<file path="src/rtl/flvs_pkg.sv">
`timescale 1ns / 1ps
// ----------------------------------------------------------------------------
// flvs_pkg : shared types and constants of the faux light vertex shader
// Item payloads, control bundle, register indexes and fixed-point constants.
// ----------------------------------------------------------------------------
package flvs_pkg;

  localparam int CH_W      = 9;    // Q1.8 channel, 256 = 1.0
  localparam int NUM_CH    = 4;    // a, r, g, b
  localparam int REG_W     = NUM_CH * CH_W;
  localparam int SCALE_W   = 16;   // unsigned Q.15 scale, up to about 1.73
  localparam int CFG_IDX_W = 3;

  // 1/sqrt(3) in Q0.16, 0.8 in Q0.15
  localparam logic [15:0] INV_SQRT3_Q16 = 16'd37837;
  localparam logic [14:0] REVERSE_Q15   = 15'd26214;

  localparam logic [REG_W-1:0] LITE_RST = 36'd34426978560;
  localparam logic [REG_W-1:0] DARK_RST = 36'd34359738368;
  localparam logic [REG_W-1:0] MULT_RST = 36'd34426978560;

  // register indexes
  localparam logic [CFG_IDX_W-1:0] CFG_LITE_COLOR   = 3'd0;
  localparam logic [CFG_IDX_W-1:0] CFG_DARK_COLOR   = 3'd1;
  localparam logic [CFG_IDX_W-1:0] CFG_MULT_COLOR   = 3'd2;
  localparam logic [CFG_IDX_W-1:0] CFG_MULT_ENABLE  = 3'd3;
  localparam logic [CFG_IDX_W-1:0] CFG_SHADE_ENABLE = 3'd4;

  typedef struct packed {
    logic signed [15:0] normal_x;
    logic signed [15:0] normal_y;
    logic signed [15:0] normal_z;
    logic [CH_W-1:0]    orig_red;
    logic [CH_W-1:0]    orig_green;
    logic [CH_W-1:0]    orig_blue;
    logic [CH_W-1:0]    orig_alpha;
    logic               orig_valid;
    logic               last_vertex;
  } in_t;

  typedef struct packed {
    logic [31:0] packed_color;
    logic        last_out;
  } out_t;

  // control that travels with an item
  typedef struct packed {
    logic vld;
    logic shade;
    logic orig_valid;
    logic use_mult;
    logic last;
  } ctl_t;

endpackage

</file>
<file path="src/rtl/flvs_lane.sv">
`timescale 1ns / 1ps
// ----------------------------------------------------------------------------
// flvs_lane : one color channel
// Four stages: lite/dark blend, original color multiply, tint multiply,
// clamp and scale to a byte. Unused multiplies take 1.0 (256).
// ----------------------------------------------------------------------------
module flvs_lane (
  input  logic                           clk,
  input  flvs_pkg::ctl_t                 ctl_i,
  input  logic [flvs_pkg::SCALE_W-1:0]   scale_i,
  input  logic [flvs_pkg::CH_W-1:0]      orig_i,
  input  logic [flvs_pkg::CH_W-1:0]      lite_i,
  input  logic [flvs_pkg::CH_W-1:0]      dark_i,
  input  logic [flvs_pkg::CH_W-1:0]      mult_i,
  output logic [7:0]                     byte_o
);

  localparam logic signed [9:0] ONE_Q8 = 10'sd256;

  logic signed [9:0]  diff;
  logic signed [26:0] blend_prod;
  logic signed [27:0] v4_nxt, v4_r;
  logic               use_orig4_r, use_mult4_r, use_mult5_r;
  logic [flvs_pkg::CH_W-1:0] orig4_r;
  logic signed [9:0]  fac5, fac6;
  logic signed [37:0] v5_r;
  logic signed [47:0] v6_r;
  logic [46:0]        x255;
  logic [7:0]         byte7_nxt, byte7_r;

  // stage 4: dark*2^15 + (lite - dark)*m, Q.23; pass mode loads orig as Q.23
  assign diff       = $signed({1'b0, lite_i}) - $signed({1'b0, dark_i});
  assign blend_prod = diff * $signed({1'b0, scale_i});
  always_comb begin
    if (ctl_i.shade) begin
      v4_nxt = $signed({4'd0, dark_i, 15'd0}) + 28'(blend_prod);
    end else if (ctl_i.orig_valid) begin
      v4_nxt = $signed({4'd0, orig_i, 15'd0});
    end else begin
      v4_nxt = '0;
    end
  end

  // stage 5 and 6 factors
  assign fac5 = use_orig4_r ? $signed({1'b0, orig4_r}) : ONE_Q8;
  assign fac6 = use_mult5_r ? $signed({1'b0, mult_i}) : ONE_Q8;

  // stage 7: value has 39 fraction bits
  assign x255 = {v6_r[38:0], 8'd0} - {8'd0, v6_r[38:0]};
  always_comb begin
    if (v6_r[47] || v6_r == '0) begin
      byte7_nxt = 8'd0;
    end else if (|v6_r[46:39]) begin
      byte7_nxt = 8'd255;
    end else begin
      byte7_nxt = x255[46:39];
    end
  end

  always_ff @(posedge clk) begin
    v4_r        <= v4_nxt;
    use_orig4_r <= ctl_i.shade & ctl_i.orig_valid;
    use_mult4_r <= ctl_i.shade & ctl_i.use_mult;
    orig4_r     <= orig_i;
    v5_r        <= v4_r * fac5;
    use_mult5_r <= use_mult4_r;
    v6_r        <= v5_r * fac6;
    byte7_r     <= byte7_nxt;
  end

  assign byte_o = byte7_r;

endmodule

</file>
<file path="config.mk">
export PLATFORM = sky130hd
export DESIGN_NAME = flvs_lane
export DESIGN_NICKNAME = d
export VERILOG_FILES = /design/src/rtl/flvs_pkg.sv /design/src/rtl/flvs_lane.sv
export SDC_FILE = /design/constraint.sdc
export NUM_CORES = 2
export LEC_CHECK = 0
export ABC_AREA = 1
export BUFFER_PORTS_ARGS = -buffer_cell sky130_fd_sc_hd__buf_2
export CORE_AREA = 5 5 293 295
export CTS_BUF_LIST = sky130_fd_sc_hd__clkbuf_16
export DETAILED_ROUTE_END_ITERATION = 16
export DIE_AREA = 0 0 298 300
export GPL_TIMING_DRIVEN = 0
export PLACE_DENSITY_LB_ADDON = 0.05
export SLEW_MARGIN = 40
export SYNTH_ARGS = -nofsm -noshare
export SYNTH_HDL_FRONTEND = slang
export SYNTH_SLANG_ARGS = --single-unit
</file>
<file path="constraint.sdc">
create_clock -name clk -period 6.2 [get_ports clk]
set_input_delay 0.62 -clock clk [delete_from_list [all_inputs] [get_ports clk]]
set_output_delay 0.62 -clock clk [all_outputs]
set_load 0.05 [all_outputs]
</file>
==> flow_metrics.py <==
metrics = {
    "grt": {
        "grtUsageTotal": 0.233,
        "first_pass_grt_wire_length_um": 164000,
        "grt_pass1_vias": 29300,
        "grt_antenna_before_repair": 0,
        "gr-total-overflow": 0,
        "maximum_number_of_pins_on_one_net_before_global_route_repair": 17,
    },
    "clock_tree": {
        "clock_path_buffers": 2,
        "clkTransAtPathRegs_ps": 60,
        "cts_made_buffers": 17,
        "insertion_delay_of_the_later_clocked_pin_in_the_worst_skew_pair_ps": 460,
        "clock_sink_count": 134,
        "holdBufCountCts": 0,
        "clock_tree.root_cell": "sky130_fd_sc_hd__clkbuf_16",
        "tritoncts": "yes",
        "h-tree-depth": 4,
    },
    "route": {
        "route.detailed.drc": 0,
        "final_antenna_violating_net_count": 0,
        "wirelength_um": 103000,
        "detail_route.wl_per_cell_um": 18.2,
        "drtIter0Drc": 1460,
        "1st_pass_router_iterations": 6,
        "detailroute.via_count": 27800,
        "drt-vias-per-instance": 4.89,
    },
    "yosys": {
        "syn_area_per_cell_um2": 7.31,
        "sequential_to_total_area_share_from_yosys_stat": 0.0815,
        "largest_cells_by_area_after_synthesis": "sky130_fd_sc_hd__fa_1 (37%), sky130_fd_sc_hd__inv_1 (12%), sky130_fd_sc_hd__ha_1 (11%), sky130_fd_sc_hd__nand2_1 (10%), sky130_fd_sc_hd__nor2_1 (8.4%)",
        "synth_common_cells": "sky130_fd_sc_hd__inv_1 (1083), sky130_fd_sc_hd__nand2_1 (901), sky130_fd_sc_hd__nor2_1 (739)",
        "yosysUniqueCellTypes": 47,
        "mappedNetlistArea_um2": 32900,
        "number_of_warning_messages_in_the_yosys_log": 0,
        "synth.largest_area_cell": "sky130_fd_sc_hd__fa_1",
        "synthArstFlopShare": 0,
        "postSynthCellCount": 4500,
        "ys_seq_elements": 134,
        "post-synth-top-area-fraction": 0.367,
        "ys_dominant_reg_cell": "sky130_fd_sc_hd__dfxtp_1",
        "syn-num-nets": 5458,
        "synth_edf_count": 0,
        "yosysMostFrequentCell": "sky130_fd_sc_hd__inv_1",
    },
    "die": {
        "die_area_um2": 89400,
        "dieWidth_um": 298,
        "ioPinCount": 66,
        "die_height_um": 300,
        "fp.coreArea_um2": 82900,
        "initial_utilization": 0.397,
        "row_count": 106,
    },
    "setup_path": {
        "worst-path-max-fanout": 10,
        "critical_path.startpoint_type": "primary input",
        "worstSetupEndpointType": "register",
        "crit_required_ps": 6550,
        "crit_arrival_ps": 6380,
        "crit_top_cell": "sky130_fd_sc_hd__fa_1",
        "crit_slowest_cell": "sky130_fd_sc_hd__fa_1",
        "critPathMaxStageDelay_ps": 560,
        "setup.worst_path.class": "primary input to register",
    },
    "finish": {
        "diode_count": 0,
        "post_route_cells_drive_above_1_share": 0.0609,
        "design.final.nets": 5543,
        "area_delta_synth_final_pct": 8.89,
        "post-route-util": 0.432,
    },
    "timing": {
        "fin_crit_ps": 6030,
        "min_period_over_period": 0.973,
        "worst_pin_slew_ps": 732,
        "max-slew-margin-rel": 0.511,
        "timing.hold.ws_ps": 270,
        "layout_setup_ws_ps": 168,
        "worst_clock_skew_ps": 12.7,
        "totalNegativeSetupSlack_ps": 0,
        "setup_viol_count_final": 0,
        "rsz_0062_raised_after_global_routing": "true",
        "final_max_slew_viol_count": 0,
        "final_hold_viol_count": 0,
        "max_freq_ghz": 0.166,
    },
    "outcome": {
        "outcome": "completed",
    },
    "job": {
        "maxCapViolCount": 0,
    },
    "placed_design": {
        "post-dp-hpwl_um": 90500,
        "pre_cts_ws_ps": -1090,
        "finalWeightedCongestion": 0.930,
        "place.port_buffers": 54,
    },
    "worst_hold_path": {
        "hold_path_class": "primary input to register",
    },
}
-- cells by family (layout without fill, tap and decap cells) --
family / after synthesis / after routing / share of synthesized area
AO/OA/AOI/OAI: 356 / 356 / 0.0591
XOR/XNOR: 68 / 68 / 0.0181
adder cells (fa/ha/maj): 900 / 900 / 0.480
buffers and inverters: 1163 / 1261 / 0.134
flip-flops: 134 / 134 / 0.0815
AND/OR/NAND/NOR: 1879 / 1879 / 0.227
-- path summary, 6_finish.rpt --
kind                       start             endpoint  slack (ps)  cells past startpoint
min                    orig_i[7]   orig4_r[7]$_DFF_P_         270                      1
min reg2reg  use_mult4_r$_DFF_P_  use_mult5_r$_DFF_P_         340                      0
max                    lite_i[0]  v4_r[27]$_SDFF_PN0_         170                     33
max reg2reg  use_mult5_r$_DFF_P_     v6_r[35]$_DFF_P_         190                     22
-- critical path: cells and delay by family --
| kind | cells | cell delay (ps) |
|---|---|---|
| adders and majority gates | 8 | 3200 |
| and+or+nand+nor | 12 | 1330 |
| buffers and inverters | 9 | 740 |
| AOI/OAI and AO/OA | 4 | 430 |
-- registers in the layout, indices dropped and copies added (netlist names) --
signal,count
v5_r,38
byte_o,8
use_mult4_r,1
v6_r,48
orig4_r,9
v4_r,28
use_mult5_r,1
use_orig4_r,1
-- area by class of cell --
cell class | instances | area [µm²]
fill | 8927 | 47100
multi-input combinational | 3203 | 26300
inverter | 1092 | 4110
sequential | 134 | 2680
tap | 1080 | 1350
clock buffer | 17 | 425
buffer | 69 | 380
timing repair buffer | 68 | 379
clock inverter | 15 | 151
-- layer usage --
| layer | GRT usage | vias to the layer above | routed length (µm) |
|---|---|---|---|
| met5 | 0 | - | 0 |
| met4 | 0.0491 | 0 | 2140 |
| met3 | 0.0202 | 89 | 3590 |
| met2 | 0.411 | 517 | 50400 |
| met1 | 0.315 | 13600 | 47000 |
| li1 | - | 13500 | - |
-- placed cells by master, fill, tap and decap left out, types with 10 or more instances in the layout --
cell	instances
sky130_fd_sc_hd__xnor2_1	17
sky130_fd_sc_hd__dfxtp_1	134
sky130_fd_sc_hd__o21ai_1	11
sky130_fd_sc_hd__nor3_1	29
sky130_fd_sc_hd__clkbuf_2	23
sky130_fd_sc_hd__nand2_2	36
sky130_fd_sc_hd__clkbuf_16	17
sky130_fd_sc_hd__a21o_1	10
sky130_fd_sc_hd__inv_1	1077
sky130_fd_sc_hd__o21a_1	13
sky130_fd_sc_hd__ha_4	15
sky130_fd_sc_hd__ha_1	277
sky130_fd_sc_hd__o21ai_0	82
sky130_fd_sc_hd__nand4_1	32
sky130_fd_sc_hd__nor2_1	723
sky130_fd_sc_hd__buf_2	58
sky130_fd_sc_hd__o21bai_1	18
sky130_fd_sc_hd__nand3_1	122
sky130_fd_sc_hd__nor2_2	13
sky130_fd_sc_hd__a21oi_1	181
sky130_fd_sc_hd__fa_1	599
sky130_fd_sc_hd__xor2_1	50
sky130_fd_sc_hd__clkbuf_1	26
sky130_fd_sc_hd__nand2_1	879
sky130_fd_sc_hd__buf_4	15
-- per-stage QoR --
stage               cells  cell area, µm²
finish               5678           35800
global placement     5634           34500
global route         5678           35800
detailed placement   5634           34500
CTS                  5665           35300
floorplan            4500           32900
-- repair_timing --
action	CTS	global route
endpoints found under the hold margin	0	0
cloned	0	0
setup buffers	1	13
resized for setup	59	151
pin swaps	1	35
endpoints found under the setup margin	61	64
Power is not shown: default switching activity piles up to over one toggle a cycle in this logic, so the estimate is an artifact.
