### src/rtl/flvs_pkg.sv
`timescale 1ns / 1ps
// ----------------------------------------------------------------------------
// flvs_pkg : shared types and constants of the faux light vertex shader
// Item payloads, control bundle, register indexes and fixed-point constants.
// ----------------------------------------------------------------------------
package flvs_pkg;

  localparam int CH_W      = 9;    // Q1.8 channel, 256 = 1.0
  localparam int NUM_CH    = 4;    // a, r, g, b
  localparam int REG_W     = NUM_CH * CH_W;
  localparam int SCALE_W   = 16;   // unsigned Q.15 scale, up to about 1.73
  localparam int CFG_IDX_W = 3;

  // 1/sqrt(3) in Q0.16, 0.8 in Q0.15
  localparam logic [15:0] INV_SQRT3_Q16 = 16'd37837;
  localparam logic [14:0] REVERSE_Q15   = 15'd26214;

  localparam logic [REG_W-1:0] LITE_RST = 36'd34426978560;
  localparam logic [REG_W-1:0] DARK_RST = 36'd34359738368;
  localparam logic [REG_W-1:0] MULT_RST = 36'd34426978560;

  // register indexes
  localparam logic [CFG_IDX_W-1:0] CFG_LITE_COLOR   = 3'd0;
  localparam logic [CFG_IDX_W-1:0] CFG_DARK_COLOR   = 3'd1;
  localparam logic [CFG_IDX_W-1:0] CFG_MULT_COLOR   = 3'd2;
  localparam logic [CFG_IDX_W-1:0] CFG_MULT_ENABLE  = 3'd3;
  localparam logic [CFG_IDX_W-1:0] CFG_SHADE_ENABLE = 3'd4;

  typedef struct packed {
    logic signed [15:0] normal_x;
    logic signed [15:0] normal_y;
    logic signed [15:0] normal_z;
    logic [CH_W-1:0]    orig_red;
    logic [CH_W-1:0]    orig_green;
    logic [CH_W-1:0]    orig_blue;
    logic [CH_W-1:0]    orig_alpha;
    logic               orig_valid;
    logic               last_vertex;
  } in_t;

  typedef struct packed {
    logic [31:0] packed_color;
    logic        last_out;
  } out_t;

  // control that travels with an item
  typedef struct packed {
    logic vld;
    logic shade;
    logic orig_valid;
    logic use_mult;
    logic last;
  } ctl_t;

endpackage

### src/rtl/flvs_scale.sv
`timescale 1ns / 1ps
// ----------------------------------------------------------------------------
// flvs_scale : light scale from the vertex normal
// Three stages: sum and magnitude, 1/sqrt(3) multiply, back-face 0.8 multiply.
// ----------------------------------------------------------------------------
module flvs_scale (
  input  logic                           clk,
  input  logic                           rst_n,
  input  flvs_pkg::ctl_t                 ctl_i,
  input  logic signed [15:0]             nx_i,
  input  logic signed [15:0]             ny_i,
  input  logic signed [15:0]             nz_i,
  output flvs_pkg::ctl_t                 ctl_o,
  output logic [flvs_pkg::SCALE_W-1:0]   scale_o
);

  flvs_pkg::ctl_t ctl1_r, ctl2_r, ctl3_r;

  logic signed [17:0] sum;
  logic [16:0]        mag1_nxt, mag1_r;
  logic               neg1_r, neg2_r;
  logic [32:0]        prod2;
  logic [flvs_pkg::SCALE_W-1:0] m2_r;
  logic [31:0]        prod3;
  logic [flvs_pkg::SCALE_W-1:0] m3_nxt, m3_r;

  // stage 1: s = nx + ny + nz, exact
  assign sum = {{2{nx_i[15]}}, nx_i} + {{2{ny_i[15]}}, ny_i} + {{2{nz_i[15]}}, nz_i};
  assign mag1_nxt = sum[17] ? 17'(-sum) : sum[16:0];

  // stage 2: round(|s| / sqrt(3)), half up
  assign prod2 = 33'(mag1_r * flvs_pkg::INV_SQRT3_Q16) + 33'd32768;

  // stage 3: negative side is weakened by 0.8
  assign prod3 = 32'(m2_r * flvs_pkg::REVERSE_Q15) + 32'd16384;
  assign m3_nxt = neg2_r ? prod3[30:15] : m2_r;

  always_ff @(posedge clk) begin
    if (!rst_n) begin
      ctl1_r <= '0;
      ctl2_r <= '0;
      ctl3_r <= '0;
    end else begin
      ctl1_r <= ctl_i;
      ctl2_r <= ctl1_r;
      ctl3_r <= ctl2_r;
    end
  end

  always_ff @(posedge clk) begin
    mag1_r <= mag1_nxt;
    neg1_r <= sum[17];
    m2_r   <= prod2[31:16];
    neg2_r <= neg1_r;
    m3_r   <= m3_nxt;
  end

  assign ctl_o   = ctl3_r;
  assign scale_o = m3_r;

endmodule

### config.mk
export PLATFORM = sky130hd
export DESIGN_NAME = flvs_scale
export DESIGN_NICKNAME = d
export VERILOG_FILES = /design/src/rtl/flvs_pkg.sv /design/src/rtl/flvs_scale.sv
export SDC_FILE = /design/constraint.sdc
export NUM_CORES = 1
export LEC_CHECK = 0
export ABC_AREA = 1
export ABC_CLOCK_PERIOD_IN_PS = 8700
export BUFFER_PORTS_ARGS = -buffer_cell sky130_fd_sc_hd__buf_4
export CELL_PAD_IN_SITES_DETAIL_PLACEMENT = 0
export CELL_PAD_IN_SITES_GLOBAL_PLACEMENT = 1
export CORE_MARGIN = 5
export CORE_UTILIZATION = 30
export CTS_CLUSTER_DIAMETER = 150
export CTS_CLUSTER_SIZE = 12
export DETAILED_ROUTE_END_ITERATION = 12
export HOLD_SLACK_MARGIN = 0.06
export PLACE_DENSITY = 0.68
export SLEW_MARGIN = 25
export SYNTH_ARGS = -nofsm -noshare
export SYNTH_HDL_FRONTEND = slang
export SYNTH_SLANG_ARGS = --single-unit
### constraint.sdc
create_clock -name clk -period 8.7 [get_ports clk]
set_clock_uncertainty 0.15 [all_clocks]
set_input_delay 0.435 -clock clk [delete_from_list [all_inputs] [get_ports clk]]
set_output_delay 0.435 -clock clk [all_outputs]
set_load 0.05 [all_outputs]
==> results_dict.tcl, run 1 <==
set metrics [dict create \
    cts.sinks 66 \
    num_vias 10493 \
    initial_core_util_pct 30.2 \
    async_flop_share_pct 0 \
    syn-cell-area_um2 13600 \
    cp_max_fo 7 \
    drtIter0Drc 366 \
    dp.cells 2339 \
    synth_seq_cells 66 \
    layout.nets 2273 \
    grt_max_degree 19 \
    clk_latency_ns 0.35 \
    fmax_mhz 162 \
    portBuffers 75 \
    drive_gt1_share_pct 8.09 \
    rows 78 \
    dr.pass1.iters 5 \
    ant_nets 0 \
    period_share_pct 70.9 \
    synth_nets 2191 \
    synth.most_common_cell "inv_1" \
    grt_pass1_wl_um 55500 \
    hold_class "in2reg" \
    num_antenna_cells 0 \
    hold_viol 0 \
    fin_crit_ns 6.17 \
    dp_hpwl_um 29200 \
    crit_family "adder cells" \
    clk_pin_slew_worst_paths_ns 0.06 \
    grt_pass1_vias 11074 \
    htree_levels 3 \
    finalMaxSlewViolations 0 \
    core_um2 45200 \
    path_class "reg2reg" \
    synth_top_area_share_pct 27.0 \
    status "completed" \
    synth_area_per_cell_um2 8.17 \
    cts_made_buffers 9 \
    rsz0062_at_grt "no" \
    end_kind "flip-flop" \
    post_cts_buffers 0 \
    track_usage_pct 13.6 \
    synth_ff_type "dfxtp_1" \
    path_buf_inv 7 \
    relSlewSlack_pct 53.8 \
    cp.required_ns 8.83 \
    grt-ovfl-total 0 \
    synthCells 1668 \
    routed_wl_um 32800 \
    fill_cells 4740 \
    synth_commonest_cells "inv_1, nand2_1, ha_1" \
    tns_ns 0 \
    synth_area_leaders "ha_1, fa_1, inv_1" \
    synth_edf_count 0 \
    slowest_delay_ns 0.64 \
    die_h_um 223 \
    antenna_found_initial 0 \
    cap_violations 0 \
    avgRoutedWirePerCell_um 13.9 \
    finalSetupViolations 0 \
    startpoint_type "flip-flop" \
    hold_buffers 0 \
    ys_seq_area_share_pct 9.70 \
    tightestPinTransition_ns 0.693 \
    syn2layout_area_growth_pct 11.6 \
    stdcell_count 2355 \
    cts_root_buf "clkbuf_16" \
    gp_congestion 0.875 \
    cts_tree "yes" \
    fin_util_pct 33.7 \
    slowest_stage "dfxtp_1" \
    dieArea_um2 49800 \
    clockBufferDepth 2 \
    fp.dieW_um 223 \
    viasPerCell 4.46 \
    cp.arrival_ns 6.30 \
    synth.largest_area_cell "ha_1" \
    ys_warn_count 0 \
    cts-resized-gates 0 \
    io_pins 76 \
    ys_types 48 \
    remaining_drc_errors 0 \
]
layout make-up:
| class | count | area, µm² | share of cell area, % |
|---|---|---|---|
| clock buffer | 9 | 225 | 1.48 |
| clock inverter | 7 | 70.1 | 0.461 |
| inverter | 397 | 1490 | 9.80 |
| multi-input combinational | 1201 | 10800 | 70.9 |
| sequential | 66 | 1320 | 8.69 |
| tap | 600 | 751 | 4.94 |
| timing repair buffer | 75 | 563 | 3.70 |
cells in the final DEF, fill, tap and decap left out, types with 4 or more instances in the layout:
| cell | Yosys | final |
|---|---|---|
| inv_2 | 11 | 11 |
| buf_4 | 1 | 75 |
| nand2_2 | 13 | 13 |
| o21ai_1 | 8 | 8 |
| nor2_2 | 7 | 7 |
| fa_1 | 174 | 174 |
| nor2_1 | 81 | 81 |
| ha_1 | 294 | 294 |
| nand4_1 | 13 | 13 |
| clkbuf_16 | 0 | 9 |
| o21bai_1 | 7 | 7 |
| clkinv_1 | 5 | 5 |
| nand2_1 | 318 | 318 |
| o21ai_0 | 31 | 31 |
| xnor2_1 | 14 | 14 |
| nand3_1 | 72 | 72 |
| dfxtp_1 | 66 | 66 |
| nor3_1 | 12 | 12 |
| a21o_1 | 6 | 6 |
| a31oi_1 | 4 | 4 |
| a21oi_1 | 70 | 70 |
| nand3b_1 | 5 | 5 |
| inv_1 | 381 | 381 |
| xor2_1 | 38 | 38 |
path summary, 6_finish.rpt:
kind,end,slack (ns),cells past startpoint,start
worst max register to register,scale_o[7],2.53,27,m2_r[5]
worst min-delay path,ctl1_r[2],0.12,3,ctl_i[2]
worst max-delay path,scale_o[7],2.53,27,m2_r[5]
worst min register to register,neg2_r,0.20,0,neg1_r
state kept, by name, summed over array words and instances, names as in the netlist:
register  cells
mag1_r       17
neg1_r        1
scale_o      16
ctl2_r        5
ctl_o         5
neg2_r        1
ctl1_r        5
m2_r         16
worst reg2reg max path: stages, from the launching register on:
cell	delay (ns)
dfxtp_1	0.64
ha_1	0.39
ha_1	0.30
inv_1	0.05
fa_1	0.53
inv_1	0.06
fa_1	0.51
fa_1	0.55
inv_1	0.05
fa_1	0.50
inv_1	0.04
ha_1	0.36
nand2_1	0.14
nor2_1	0.22
nand2_1	0.13
clkinv_1	0.06
nand2_1	0.07
nand3b_1	0.10
nand2_1	0.09
inv_1	0.06
ha_1	0.16
inv_1	0.05
nor2_2	0.21
nand3_2	0.13
nor2_4	0.18
xor2_1	0.16
nand2_1	0.09
nand2_1	0.13
metal layers:
layer	up-vias	track usage [%]	share of wire, %
li1	5375	-	-
met2	139	24.2	49
met4	0	2.65	1.2
met5	-	0	0
met3	21	1.62	2.6
met1	4958	17.9	47
per-stage QoR:
step                      worst slack (ns)  instance area, µm²  hold WS, ns
after global placement                2.62               14900        0.168
after global routing                  2.11               15200        0.123
after floorplan                       3.40               13600        0.160
after CTS                             2.55               15200        0.102
after detailed placement              2.60               14900        0.187
final                                 2.53               15200        0.121
cells by family after synthesis:
logic type	Yosys count	share of synthesized area, %
and+or+nand+nor	545	17.7
AOI/OAI and AO/OA	135	5.45
adders and majority gates	468	52.6
DFF	66	9.70
buffers and inverters	401	11.1
xor gates and xnor gates	53	3.46
Power of run 1 is left out: the tool's default activity adds up to more than one toggle a clock period on the data nets, which glitch-free logic cannot reach.
==> run 2: changes to the inputs <==
--- a/config.mk
+++ b/config.mk
@@ -5,8 +5,8 @@
 export SDC_FILE = /design/constraint.sdc
 export NUM_CORES = 1
 export LEC_CHECK = 0
-export ABC_AREA = 1
-export ABC_CLOCK_PERIOD_IN_PS = 8700
+export ABC_AREA = 0
+export ABC_CLOCK_PERIOD_IN_PS = 5900
 export BUFFER_PORTS_ARGS = -buffer_cell sky130_fd_sc_hd__buf_4
 export CELL_PAD_IN_SITES_DETAIL_PLACEMENT = 0
 export CELL_PAD_IN_SITES_GLOBAL_PLACEMENT = 1
@@ -16,7 +16,7 @@
 export CTS_CLUSTER_SIZE = 12
 export DETAILED_ROUTE_END_ITERATION = 12
 export HOLD_SLACK_MARGIN = 0.06
-export PLACE_DENSITY = 0.68
+export PLACE_DENSITY = 0.66
 export SLEW_MARGIN = 25
 export SYNTH_ARGS = -nofsm -noshare
 export SYNTH_HDL_FRONTEND = slang
==> constraint.sdc (replaced) <==
create_clock -name clk -period 5.9 [get_ports clk]
set_clock_uncertainty 0.15 [all_clocks]
set_input_delay 0.295 -clock clk [delete_from_list [all_inputs] [get_ports clk]]
set_output_delay 0.295 -clock clk [all_outputs]
set_load 0.05 [all_outputs]
==> run 2 against run 1 <==
  * Sequential cell count did not move
  * Setup slack got worse by 2.6 ns
  * First-iteration DRC count is 23% lower
  * Worst hold slack got worse by 0.032 ns
  * Core utilization up 5.1 points
  * Sequential share of layout area down 0.14 points
  * Largest cell class unchanged
  * The run now ends with negative setup slack left
  * Die area shrank 8.2%
  * Register-to-register slack worse by 2.6 ns
  * Synthesized cell count fell by 24%
  * Routed wire length is 11% lower
==> results_dict.tcl, run 2 <==
set metrics [dict create \
    synth_top_family_by_area "adder cells" \
    syn2layout_area_growth_pct 27.2 \
    relSlewSlack_pct 50.4 \
    dr.pass1.iters 4 \
    finalSetupViolations 2 \
    ys_types 66 \
    grt_pass1_wl_um 49000 \
    synth_nets 1788 \
    multi_input_area_um2 10800 \
    fin_crit_ns 5.96 \
    mostFrequentLayoutCell "ha_1" \
    rows 74 \
    initial_core_util_pct 30.5 \
    ant_nets 0 \
    finalMaxSlewViolations 0 \
    startpoint "m2_r[1]" \
    num_antenna_cells 0 \
    core_um2 40900 \
    r2r_end "scale_o[15]" \
    path_class "reg2reg" \
    synth.largest_area_cell "ha_1" \
    synth_ff_type "dfxtp_1" \
    ys_warn_count 0 \
    synthXorXnorAreaFrac_pct 5.41 \
    drive_gt1_share_pct 24.1 \
    dieArea_um2 45700 \
    layout.nets 2016 \
    gp_congestion 0.844 \
    synth-adder-area-share_pct 57.5 \
    synth.most_common_cell "ha_1" \
    synth_compound_area_share_pct 8.76 \
    clk_latency_ns 0.34 \
    synth_commonest_cells "ha_1, inv_1, fa_1" \
    portBuffers 75 \
    num_vias 9174 \
    htree_levels 3 \
    violations "negative setup slack" \
    cts_root_buf "clkbuf_16" \
    hold_class "in2reg" \
    regToRegSetupSlack_ns -0.06 \
    die_h_um 214 \
    end_kind "flip-flop" \
    synthCells 1265 \
    dp_hpwl_um 25800 \
    track_usage_pct 13.2 \
    synth_edf_count 0 \
    layout.area.seq_um2 1360 \
    synth_area_per_cell_um2 9.85 \
    synthSimpleGateAreaFrac_pct 9.20 \
    synth_top_area_share_pct 29.5 \
    syn-cell-area_um2 12500 \
    grt_max_degree 32 \
    avgRoutedWirePerCell_um 14.3 \
    synth_area_leaders "ha_1, fa_1, dfxtp_1" \
    drtIter0Drc 282 \
    setup_slack_ns -0.0616 \
    antenna_found_initial 0 \
    clk_pin_slew_worst_paths_ns 0.06 \
    status "complete, but fails checks" \
    tightestPinTransition_ns 0.739 \
    grt-ovfl-total 0 \
    cts_tree "yes" \
    cp.arrival_ns 6.03 \
    rsz0062_at_grt "yes" \
    cts_made_buffers 9 \
    fmax_mhz 168 \
    muxShareOfSynthArea_pct 0.522 \
    ff2ff_path_depth 24 \
    viasPerCell 4.52 \
    period_share_pct 101 \
    synth_seq_cells 66 \
    routed_wl_um 29000 \
    largest_register "mag1_r" \
    fp.dieW_um 214 \
    async_flop_share_pct 0 \
    cp.required_ns 5.97 \
    cap_violations 0 \
    fill_cells 4059 \
    largest_reg_flops 17 \
    cts.sinks 66 \
    layout_common_cells "ha_1, inv_1, buf_4" \
    clockBufferDepth 2 \
    hold_viol 0 \
    r2r-start "m2_r[1]" \
    grt_pass1_vias 10014 \
    startpoint_type "flip-flop" \
    tns_ns -0.0767 \
    io_pins 76 \
    ys_seq_area_share_pct 10.6 \
    cp_max_fo 5 \
    remaining_drc_errors 0 \
    setup.worst_path.end "scale_o[15]" \
]
-- run 2: changes by cell type after synthesis, sizes merged, moves of 12 or more --
cell   delta
nor2     -47
xor2     -12
xnor2    +36
o21ai    -13
a21oi    -20
inv     -138
nand3    -56
a21o     +12
nand2   -284
and2     +17
-- run 2: timing repair --
action                                 in CTS  in global routing
buffers inserted                           18                 14
setup endpoints to repair                   9                 14
pin swaps                                  43                 60
endpoints found under the hold margin       5                  0
resized for setup                          46                 57
hold buffers                                5                  0
cloned                                      0                  0
-- run 2: kinds of logic (layout without fill, tap and decap cells) --
logic type	count (synthesis)	count (layout)
simple gates	218	218
xor+xnor	77	77
fa+ha+maj	468	468
flops	66	66
compound gates	163	163
mux	6	6
buf+inv	267	500
-- run 2: area by class of cell --
cell class | instances | area share [%]
clock inverters | 7 | 0.379
flip-flops and latches | 66 | 8.55
inverters | 254 | 6.01
clock buffers | 9 | 1.42
well taps | 532 | 4.20
repair buffers | 230 | 11.2
multi-input cells | 932 | 68.3
-- run 2: critical path, stage by stage, from the launching register on --
cell and delay (ns):
dfxtp_4 0.37, ha_1 0.22, xor2_2 0.20, ha_4 0.16, a21o_1 0.17, fa_1 0.54, fa_1 0.44, fa_1 0.49
inv_1 0.05, fa_1 0.49, inv_2 0.05, ha_4 0.24, a21oi_4 0.16, o21ai_4 0.10, buf_6 0.13, o21ai_2 0.13
o31ai_2 0.07, a311oi_1 0.27, buf_4 0.16, and3_4 0.18, nand4_1 0.21, buf_6 0.21, or4_4 0.47, o311ai_2 0.10
a211oi_2 0.07
-- run 2: metrics by stage --
stage	utilization, %	worst slack, ns	hold slack [ns]	area [µm²]	instances
after floorplan	-	0.00438	0.160	12700	1265
final	38.7	-0.0616	0.0888	15900	2030
after global routing	38.7	-0.321	0.104	15900	2030
after CTS	37.8	-0.0489	0.0811	15500	2021
after detailed placement	36.1	-0.276	0.168	14800	1982
after global placement	36.1	-0.190	0.167	14800	1982
-- run 2: layer usage --
layer	GRT usage [%]	wire [µm]
met3	2.12	961
met2	23.3	14000
met4	3.03	715
met1	16.9	13300
met5	0	0
-- run 2: worst min path at each step --
stage / start / end / slack [ns] / depth (start not counted)
2_1_floorplan: neg1_r / neg2_r / 0.16 / 0
3_3_place_gp: neg1_r / neg2_r / 0.17 / 0
3_5_place_dp: neg1_r / neg2_r / 0.17 / 0
4_1_cts: rst_n / ctl2_r[0] / 0.08 / 2
5_1_grt: rst_n / ctl1_r[4] / 0.10 / 2
6_report: rst_n / ctl2_r[0] / 0.09 / 2
Power of run 2 is left out for the same reason.
==> run 3: changes to the inputs <==
--- a/config.mk
+++ b/config.mk
@@ -16,7 +16,7 @@
 export CTS_CLUSTER_SIZE = 12
 export DETAILED_ROUTE_END_ITERATION = 12
 export HOLD_SLACK_MARGIN = 0.06
-export PLACE_DENSITY = 0.66
+export PLACE_DENSITY_LB_ADDON = 0.1
 export SLEW_MARGIN = 25
 export SYNTH_ARGS = -nofsm -noshare
 export SYNTH_HDL_FRONTEND = slang
==> run 3 against run 2 <==
  * The run still ends with negative setup slack left
  * Non-clock buffer count increased by 6
  * Setup slack got worse by 0.040 ns
  * Register-to-register slack got worse by 0.04 ns
  * Sequential cell count unchanged
  * Sequential share of layout area about the same
  * Worst hold slack got worse by 0.0042 ns
  * First-iteration DRC count decreased by 35%
  * Core utilization about the same
  * Global-route usage increased by 1.3 points
  * Critical path type unchanged
==> results_dict.tcl, run 3 (synthesis gave the netlist of run 2 again) <==
set metrics [dict create \
    die_h_um 214 \
    setup_slack_ns -0.101 \
    num_vias 9230 \
    wl_met1_um 13400 \
    largest_reg_flops 17 \
    dieArea_um2 45700 \
    cts_made_buffers 9 \
    routed.top_layer "met4" \
    dr.pass1.iters 4 \
    antenna_found_initial 0 \
    finalSetupViolations 3 \
    largest_register "mag1_r" \
    hold_viol 0 \
    mostFrequentLayoutCell "ha_1" \
    cap_violations 0 \
    routed_wl_um 31800 \
    final_area_um2 15800 \
    track_usage_pct 14.5 \
    crit_family "adder cells" \
    rows 74 \
    path_class "reg2reg" \
    clk_pin_slew_worst_paths_ns 0.06 \
    cp.arrival_ns 6.13 \
    grt_max_degree 32 \
    path_buf_inv 4 \
    grt_pass1_wl_um 52000 \
    slowest_stage "or4b_1" \
    viasPerCell 4.53 \
    cp.required_ns 6.03 \
    drive_gt1_share_pct 24.0 \
    portBuffers 75 \
    tightestPinTransition_ns 0.808 \
    fp.dieW_um 214 \
    cts_root_buf "clkbuf_16" \
    relSlewSlack_pct 45.7 \
    fin_util_pct 38.7 \
    dp_hpwl_um 28800 \
    cp_max_fo 6 \
    dr_wl_met2_um 16900 \
    clk_latency_ns 0.36 \
    layout.nets 2022 \
    fmax_mhz 167 \
    avgRoutedWirePerCell_um 15.6 \
    crit_top_cell "fa_1" \
    layout_common_cells "ha_1, inv_1, buf_4" \
    finalMaxSlewViolations 0 \
    cts_tree "yes" \
    clockBufferDepth 2 \
    violations "negative setup slack" \
    io_pins 76 \
    initial_core_util_pct 30.5 \
    drtIter0Drc 184 \
    grt_pass1_vias 10188 \
    period_share_pct 102 \
    wl_met3_um 782 \
    core_um2 40900 \
    remaining_drc_errors 0 \
    grt-ovfl-total 0 \
    path_cells "buf_12 > ha_4 > xor2_2 > ha_2 > fa_1 > fa_1 > fa_1 > inv_2 > fa_1 > inv_2 > ha_4 > buf_4 > nand2_4 > o21ai_4 > a221oi_4 > o22ai_4 > or4b_1 > nand3_2 > nand3_2 > o31a_1 > o31a_1 > o31ai_2" \
    placed_cell_area_um2 14900 \
    gp_congestion 0.815 \
    slowest_delay_ns 0.54 \
    fin_crit_ns 6.00 \
    status "complete, but fails checks" \
    startpoint_type "flip-flop" \
    htree_levels 3 \
    rsz0062_at_grt "yes" \
    num_antenna_cells 0 \
    ant_nets 0 \
    cts.sinks 66 \
    hold_class "in2reg" \
    syn2layout_area_growth_pct 27.1 \
    end_kind "flip-flop" \
]
==> run 3: through the flow <==
step / setup TNS, ns / setup WS [ns] / instances / hold slack, ns
CTS: -0.199 / -0.0999 / 2031 / 0.0693
global placement: -0.981 / -0.240 / 1998 / 0.226
detailed placement: -1.61 / -0.353 / 1998 / 0.217
finish: -0.195 / -0.101 / 2036 / 0.0845
global route: -1.21 / -0.308 / 2036 / 0.0878
floorplan: 0 / 0.00438 / 1265 / 0.160
==> run 3: layout make-up <==
class / count / area, µm²
clock buffers: 9 / 225
clock inverters: 7 / 75.1
fillers: 4159 / 25100
inverters: 254 / 953
multi-input cells: 932 / 10700
flip-flops and latches: 66 / 1350
well taps: 532 / 666
repair buffers: 236 / 1830
==> run 3: worst paths after layout <==
path	startpoint	endpoint	slack, ns	cells after the start
max reg2reg	m2_r[1]	scale_o[13]	-0.10	22
min	rst_n	ctl_o[4]	0.08	2
min reg2reg	neg1_r	neg2_r	0.22	0
max	m2_r[1]	scale_o[13]	-0.10	22
==> run 3: worst reg2reg max path, delay by kind of cell (launching register included) <==
| kind | cells | cell delay, ns |
|---|---|---|
| adder cells (fa/ha/maj) | 7 | 2.73 |
| AO/OA/AOI/OAI | 6 | 1.31 |
| AND/OR/NAND/NOR | 4 | 0.82 |
| flip-flops | 1 | 0.37 |
| buffers and inverters | 4 | 0.36 |
| XOR/XNOR | 1 | 0.17 |
==> run 3: what timing repair did <==
action                                  in CTS  in global routing
endpoints found under the hold margin        5                  0
hold buffers                                 5                  0
resized for setup                           45                 42
buffers inserted                            12                  5
pin swaps                                   47                 33
endpoints found under the setup margin       9                 11
==> run 3: layer usage <==
metal / GRT usage [%] / up-vias
met5: 0 / -
met2: 27.5 / 113
met4: 4.10 / 0
li1: - / 4676
met3: 2.17 / 38
met1: 16.9 / 4403
Power of run 3 is left out for the same reason.
